==> config.mk <==
export PLATFORM = sky130hd
export DESIGN_NAME = fdm_controller
export DESIGN_NICKNAME = d
export VERILOG_FILES = /design/src/hdl/fdm_pkg.sv /design/src/hdl/fdm_controller.sv
export SDC_FILE = /design/constraint.sdc
export NUM_CORES = 1
export LEC_CHECK = 0
export BUFFER_PORTS_ARGS = -buffer_cell sky130_fd_sc_hd__buf_4
export CAP_MARGIN = 5
export CORE_AREA = 2 2 39 41
export DETAILED_ROUTE_END_ITERATION = 7
export DIE_AREA = 0 0 41 43
export PLACE_DENSITY = 0.36
export SETUP_SLACK_MARGIN = 0.05
export SLEW_MARGIN = 40
export SYNTH_ARGS = -nofsm -noshare
export SYNTH_HDL_FRONTEND = slang
export SYNTH_SLANG_ARGS = --single-unit
==> constraint.sdc <==
create_clock -name clk -period 1 [get_ports clk]
set_input_delay 0.2 -clock clk [delete_from_list [all_inputs] [get_ports clk]]
set_output_delay 0.2 -clock clk [all_outputs]
set_load 0.05 [all_outputs]
==> src/hdl/fdm_pkg.sv <==
`timescale 1ns / 1ps
`default_nettype none

package fdm_pkg;

    // Frame store geometry (depth must be a power of two)
    localparam int MAX_PIXELS = 1048576;
    localparam int ADDR_W     = $clog2(MAX_PIXELS);

    // Field widths
    localparam int CH_W    = 8;
    localparam int PIX_W   = 3 * CH_W;
    localparam int COORD_W = 10;
    localparam int SIZE_W  = 11;
    localparam int SUM_W   = 30;
    localparam int MEAN_W  = 10;
    localparam int TOTAL_W = 10;
    localparam int AREA_W  = 2 * SIZE_W - 1;
    localparam int PROD_W  = COORD_W + SIZE_W;
    localparam int DIV_W   = SUM_W + 1;
    localparam int STEP_W  = $clog2(MEAN_W);

    // Size limits and reset values
    localparam logic [SIZE_W-1:0] SIZE_LIMIT    = SIZE_W'(1024);
    localparam logic [SIZE_W-1:0] WIDTH_RESET   = SIZE_W'(640);
    localparam logic [SIZE_W-1:0] HEIGHT_RESET  = SIZE_W'(480);
    localparam logic [SUM_W-1:0]  SUM_LIMIT     = '1;
    localparam logic [MEAN_W-1:0] MEAN_LIMIT    = '1;

    // Configuration port
    localparam int CFG_INDEX_W = 2;
    localparam logic [CFG_INDEX_W-1:0] CFG_FRAME_WIDTH  = CFG_INDEX_W'(0);
    localparam logic [CFG_INDEX_W-1:0] CFG_FRAME_HEIGHT = CFG_INDEX_W'(1);

    // Controller to datapath commands
    typedef struct packed {
        logic load_pixel;   // capture input pixel, start store read
        logic update;       // form differences, update sum, write store
        logic div_start;    // set up the mean division
        logic div_step;     // one quotient bit
        logic load_out;     // fill output register, advance counters
    } fdm_cmd_t;

    // Datapath to controller status
    typedef struct packed {
        logic last;         // pixel in work is the last of its frame
        logic div_last;     // current division step is the final one
        logic out_free;     // output register can take a result this cycle
    } fdm_status_t;

    // Size register to usable size 1..1024
    function automatic logic [SIZE_W-1:0] clamp_size(input logic [SIZE_W-1:0] v);
        logic [SIZE_W-1:0] res;
        if (v == '0)
            res = SIZE_W'(1);
        else if (v > SIZE_LIMIT)
            res = SIZE_LIMIT;
        else
            res = v;
        return res;
    endfunction

endpackage

`default_nettype wire

==> src/hdl/fdm_controller.sv <==
`timescale 1ns / 1ps
`default_nettype none

module fdm_controller (
    input  wire logic                  clk,
    input  wire logic                  rst_n,
    input  wire logic                  in_valid,
    output logic                       in_stall,
    output fdm_pkg::fdm_cmd_t          cmd,
    input  wire fdm_pkg::fdm_status_t  status
);

    typedef enum logic [2:0] {
        ST_IDLE,
        ST_DIFF,
        ST_DIV_INIT,
        ST_DIV,
        ST_DONE
    } state_t;

    state_t state_reg, state_next;

    // Next state and commands
    always_comb
    begin
        state_next = state_reg;
        cmd        = '0;
        case (state_reg)
            ST_IDLE:
            begin
                if (in_valid)
                begin
                    cmd.load_pixel = 1'b1;
                    state_next     = ST_DIFF;
                end
            end
            ST_DIFF:
            begin
                cmd.update = 1'b1;
                // frame end is known from the counters already
                state_next = status.last ? ST_DIV_INIT : ST_DONE;
            end
            ST_DIV_INIT:
            begin
                cmd.div_start = 1'b1;
                state_next    = ST_DIV;
            end
            ST_DIV:
            begin
                cmd.div_step = 1'b1;
                if (status.div_last)
                    state_next = ST_DONE;
            end
            ST_DONE:
            begin
                if (status.out_free)
                begin
                    cmd.load_out = 1'b1;
                    state_next   = ST_IDLE;
                end
            end
            default:
            begin
                state_next = ST_IDLE;
            end
        endcase
    end

    // State register
    always_ff @(posedge clk or negedge rst_n)
    begin
        if (!rst_n)
            state_reg <= ST_IDLE;
        else
            state_reg <= state_next;
    end

    assign in_stall = (state_reg != ST_IDLE);

endmodule

`default_nettype wire
==> results of run 1 <==
[cell families (layout without fill, tap and decap cells)]
kind of cell,Yosys count,in the layout,synth area share
compound gates,4,4,0.1429
buf+inv,3,26,0.09933
flops,3,3,0.3727
simple gates,11,11,0.3851
[worst max-delay path, cell delays in order, from the launching register on]
cell and delay [ps]:
dfrtp_2 450, or3_4 380, buf_6 160
[report_power, final]
part	leakage, nW	total, mW	switching (mW)	internal [mW]
Sequential	0.0358	0.290	0.111	0.179
Combinational	0.176	1.27	0.639	0.626
Clock	0.0150	0.208	0.0590	0.149
Total	0.227	1.76	0.809	0.955
[layout by cell type, fill, tap and decap left out, types with 2 or more instances in the layout]
master / count
dfrtp_2: 2
clkbuf_4: 3
buf_4: 11
a21oi_2: 2
nor2b_1: 2
nor3_4: 2
nor3b_4: 2
buf_6: 9
[area by class of cell]
class | count | area [um2] | area share
multi-input combinational | 15 | 193.9 | 0.3744
tap | 16 | 20.02 | 0.03865
inverter | 1 | 6.256 | 0.01208
clock buffer | 4 | 26.28 | 0.05072
timing repair buffer | 21 | 193.9 | 0.3744
sequential | 3 | 77.57 | 0.1498
[through the flow]
step / total power [mW] / worst slack (ps) / util / TNS, ps / std cells
after floorplan: 1.006 / -362.3 / - / -1642 / 21
after global placement: 1.291 / -241.4 / 0.2866 / -1674 / 52
after detailed placement: 1.303 / -250.5 / 0.2866 / -1833 / 52
after CTS: 1.752 / -423.9 / 0.3680 / -2758 / 60
after global routing: 1.873 / -459.7 / 0.3743 / -3148 / 60
final: 1.763 / -412.4 / 0.3743 / -2612 / 60
[worst paths after layout]
check / slack, ps / end
max in group asynchronous: 590 / state_reg[0]$_DFFE_PN0P_
min in group asynchronous: 300 / state_reg[2]$_DFFE_PN0P_
max reg2reg: -160 / state_reg[2]$_DFFE_PN0P_
min: 260 / state_reg[0]$_DFFE_PN0P_
min reg2reg: 640 / state_reg[0]$_DFFE_PN0P_
max: -410 / in_stall
[per-layer routing]
layer,GRT usage,vias up
met5,0,-
met4,0.04000,0
met3,0.05236,0
met2,0.1281,6
met1,0.09772,120
li1,-,123
[what timing repair did]
item | in CTS | in global routing
hold endpoints to repair | 3 | 0
pin swaps | 4 | 1
setup endpoints to repair | 9 | 9
hold buffers | 1 | 0
cloned | 0 | 0
buffers inserted | 3 | 0
gates resized for setup | 13 | 2
==> flow_summary.json, run 1 <==
{
  "syn_to_final_growth_pct": 157.1,
  "timing.hold.ws_ps": 255.2,
  "finalInstanceArea_um2": 518.0,
  "met2_length_um": 327,
  "initial_core_util": 0.1456,
  "drt_iter0_markers": 2,
  "drtPass1Iterations": 2,
  "io_buffers": 11,
  "ys_top_cells_by_count": "3 x dfrtp_1, 2 x a21oi_1, 2 x nor2b_1, 2 x nor3_1, 2 x nor3b_1",
  "root_buffer": "clkbuf_4",
  "chipHeight_um": 43,
  "cp-end-kind": "primary output",
  "ys_ff_latch": 3,
  "routed.top_layer": "met3",
  "ys_types": 15,
  "worstPathRequired_ps": 800,
  "die-area_um2": 1763,
  "rr_startpoint": "state_reg[1]$_DFFE_PN0P_",
  "cts_tree": "built",
  "nets": 51,
  "h-tree-depth": 1,
  "dp_hpwl_um": 478.6,
  "vdd_drop_max_uv": 1281,
  "p_leak_nw": 0.2266,
  "core.rowCount": 14,
  "drt_wl_total_um": 594,
  "yosysSeqAreaShare": 0.3727,
  "antenna_found_initial": 0,
  "via_per_inst": 4.150,
  "synthesis.nets": 27,
  "pwr_density_cell_nw_per_um2": 3404,
  "wl_met3_um": 41,
  "grt_remaining_overflow": 0,
  "synth_ff_type": "dfrtp_1",
  "synth.avg_cell_area_um2": 9.593,
  "critPathMaxFanout": 7,
  "relSlewSlack": 0.8420,
  "rsz0062_at_grt": "true",
  "clock_latency_ps": 230,
  "grt_pass1_wl_mm": 1.048,
  "dieWidth_um": 41,
  "yosysTopAreaCellShare": 0.3727,
  "clock-sinks": 3,
  "tightest_slew_ps": 234.4,
  "drt-met1-wl_um": 225,
  "synth_warnings": 0,
  "hold_violations": 0,
  "setup_viol": 9,
  "cts_buffers": 3,
  "finalCriticalPeriod_ps": 1412,
  "crit_arrival_ps": 1210,
  "synth_area_um2": 201.4,
  "ctsLongestPathBuffers": 2,
  "drv_slew": 0,
  "period_share": 1.412,
  "timing.fmax_mhz": 708.0,
  "fillers": 145,
  "yosysTopAreaCell": "dfrtp_1",
  "num_vias": 249,
  "largest_reg_flops": 3,
  "hold_start": "in_valid",
  "violations": "setup timing",
  "core_um2": 1384,
  "drive_gt1_frac": 0.8182,
  "r2r_cells": 2,
  "synth_area_leaders": "dfrtp_1 37%, nor3b_1 7.5%, nor2b_1 6.2%",
  "gp_congestion": 0.6551,
  "synth_most_common_cell": "dfrtp_1",
  "grt_max_degree": 8,
  "hold_depth": 3,
  "ant_nets": 0,
  "critPathLaunch": "state_reg[1]$_DFFE_PN0P_",
  "synth_edf_count": 0,
  "status": "finished with violations",
  "pin_count": 12,
  "synthCells": 21,
  "clk_pin_slew_ps": 30,
  "wl_per_cell_um": 9.900,
  "hold_path_class": "primary input to flip-flop",
  "fin_ws_ps": -412.4,
  "grt_util_all_layers": 0.08770,
  "fin_skew_ps": 6.142,
  "antenna_cells": 0,
  "drc": 0,
  "postPlaceCellArea_um2": 396.6,
  "maxCapViolations": 0,
  "path_class": "flip-flop to primary output",
  "start_kind": "flip-flop",
  "async_flop_share": 1.000,
  "grt_pass1_vias": 253
}
No activity file was read; power rests on OpenSTA's default activity.
==> run 2: changes to the inputs <==
--- a/config.mk
+++ b/config.mk
@@ -10,7 +10,8 @@
 export CORE_AREA = 2 2 39 41
 export DETAILED_ROUTE_END_ITERATION = 7
 export DIE_AREA = 0 0 41 43
-export PLACE_DENSITY = 0.36
+export PLACE_DENSITY = 0.34
+export RECOVER_POWER = 25
 export SETUP_SLACK_MARGIN = 0.05
 export SLEW_MARGIN = 40
 export SYNTH_ARGS = -nofsm -noshare
==> constraint.sdc (replaced) <==
create_clock -name clk -period 1.49 [get_ports clk]
set_input_delay 0.298 -clock clk [delete_from_list [all_inputs] [get_ports clk]]
set_output_delay 0.298 -clock clk [all_outputs]
set_load 0.05 [all_outputs]
==> flow_summary.json, run 2 (synthesized netlist as in run 1, its figures left out) <==
{
  "wl_per_cell_um": 10.74,
  "violations": "setup timing",
  "start_kind": "flip-flop",
  "crit_arrival_ps": 1210,
  "hold_path_class": "primary input to flip-flop",
  "relSlewSlack": 0.8111,
  "syn_to_final_growth_pct": 134.2,
  "dp_hpwl_um": 424.5,
  "maxCapViolations": 0,
  "fin_skew_ps": 2.430,
  "drtPass1Iterations": 2,
  "worstPathRequired_ps": 1190,
  "finalPower_mw": 1.101,
  "via_per_inst": 4.207,
  "setup_viol": 2,
  "core_um2": 1384,
  "core.rowCount": 14,
  "grt_remaining_overflow": 0,
  "critPathMaxFanout": 5,
  "pin_count": 12,
  "drt_iter0_markers": 1,
  "path_class": "flip-flop to primary output",
  "clock_latency_ps": 240,
  "drv_slew": 0,
  "tns_ps": -33.35,
  "cts_tree": "built",
  "final_common_cell": "buf_4",
  "vdd_drop_max_uv": 871.1,
  "antenna_found_initial": 0,
  "timing.fmax_mhz": 661.3,
  "clk_pin_slew_ps": 40,
  "grt_pass1_wl_um": 876,
  "clock-sinks": 3,
  "fin_ws_ps": -22.09,
  "io_buffers": 11,
  "die-area_um2": 1763,
  "root_buffer": "clkbuf_4",
  "nets": 49,
  "multi_input_area_um2": 172.7,
  "finalCriticalPeriod_ps": 1512,
  "seq_area_um2": 77.57,
  "rsz0062_at_grt": "true",
  "drt_wl_total_um": 623,
  "hold_violations": 0,
  "period_share": 1.015,
  "drive_gt1_frac": 0.7143,
  "timing.hold.ws_ps": 337.6,
  "place_ws_ps": 126.2,
  "tightest_slew_ps": 279.8,
  "cts_buffers": 3,
  "cp-end-kind": "primary output",
  "pwr_density_cell_nw_per_um2": 2334,
  "ant_nets": 0,
  "status": "finished with violations",
  "drc": 0,
  "grt_pass1_vias": 209,
  "grt_max_degree": 8,
  "mostFrequentLayoutCells": "9 x buf_4, 8 x buf_6, 3 x clkbuf_4",
  "h-tree-depth": 1,
  "largest_reg_flops": 3,
  "initial_core_util": 0.1456,
  "ctsLongestPathBuffers": 2,
  "antenna_cells": 0,
  "chipHeight_um": 43,
  "grt_util_all_layers": 0.07964,
  "dieWidth_um": 41,
  "gp_congestion": 0.6330,
  "p_leak_nw": 0.2049,
  "num_vias": 244,
  "fillers": 142
}
run 2: changes by cell type in the layout (fill, tap and decap cells not counted), sizes merged:
cell	delta
buf	-3
clkbuf	+1
run 2: critical path, cell delays in order, from the launching register on:
cell and delay (ps):
dfrtp_2 440, or3_4 380, buf_6 160
run 2: routing by layer:
metal | vias to the layer above | global-route usage | share of wire
met5 | - | 0 | 0
met4 | 0 | 0.1000 | 0.027
met3 | 2 | 0.01571 | 0.053
met2 | 9 | 0.09688 | 0.52
met1 | 116 | 0.09772 | 0.39
li1 | 117 | - | -
run 2: final cells by class:
| type | instances | area share |
|---|---|---|
| clock buffers | 4 | 0.05570 |
| inverters | 1 | 0.007958 |
| multi-input cells | 15 | 0.3660 |
| flip-flops and latches | 3 | 0.1645 |
| well taps | 16 | 0.04244 |
| repair buffers | 19 | 0.3634 |
run 2: what timing repair did:
item,CTS,global route
buffers inserted,3,2
pin swaps,1,2
hold buffers,1,0
resized for setup,12,2
endpoints found under the setup margin,5,6
hold endpoints to repair,3,0
run 2: per-stage QoR:
step / cells / cell area, um2 / utilization
3_5_place_dp: 48 / 350.3 / 0.2532
6_report: 58 / 471.7 / 0.3409
3_3_place_gp: 48 / 350.3 / 0.2532
5_1_grt: 58 / 471.7 / 0.3409
4_1_cts: 56 / 452.9 / 0.3273
2_1_floorplan: 21 / 249.0 / -
run 2: power breakdown:
group | switching [mW] | internal (mW) | leakage (nW)
Clock | 0.0507 | 0.101 | 0.0150
Combinational | 0.403 | 0.363 | 0.154
Sequential | 0.0637 | 0.120 | 0.0358
run 2: worst paths after layout:
path                            cells after the start  slack [ps]                  endpoint                     start
worst max register to register                      4         220  state_reg[2]$_DFFE_PN0P_  state_reg[1]$_DFFE_PN0P_
worst min register to register                      2         640  state_reg[1]$_DFFE_PN0P_  state_reg[2]$_DFFE_PN0P_
max in group asynchronous                           2         940  state_reg[1]$_DFFE_PN0P_                     rst_n
worst min-delay path                                3         340  state_reg[1]$_DFFE_PN0P_                 status[2]
min in group asynchronous                           2         390  state_reg[0]$_DFFE_PN0P_                     rst_n
worst max-delay path                                2         -20                  in_stall  state_reg[1]$_DFFE_PN0P_
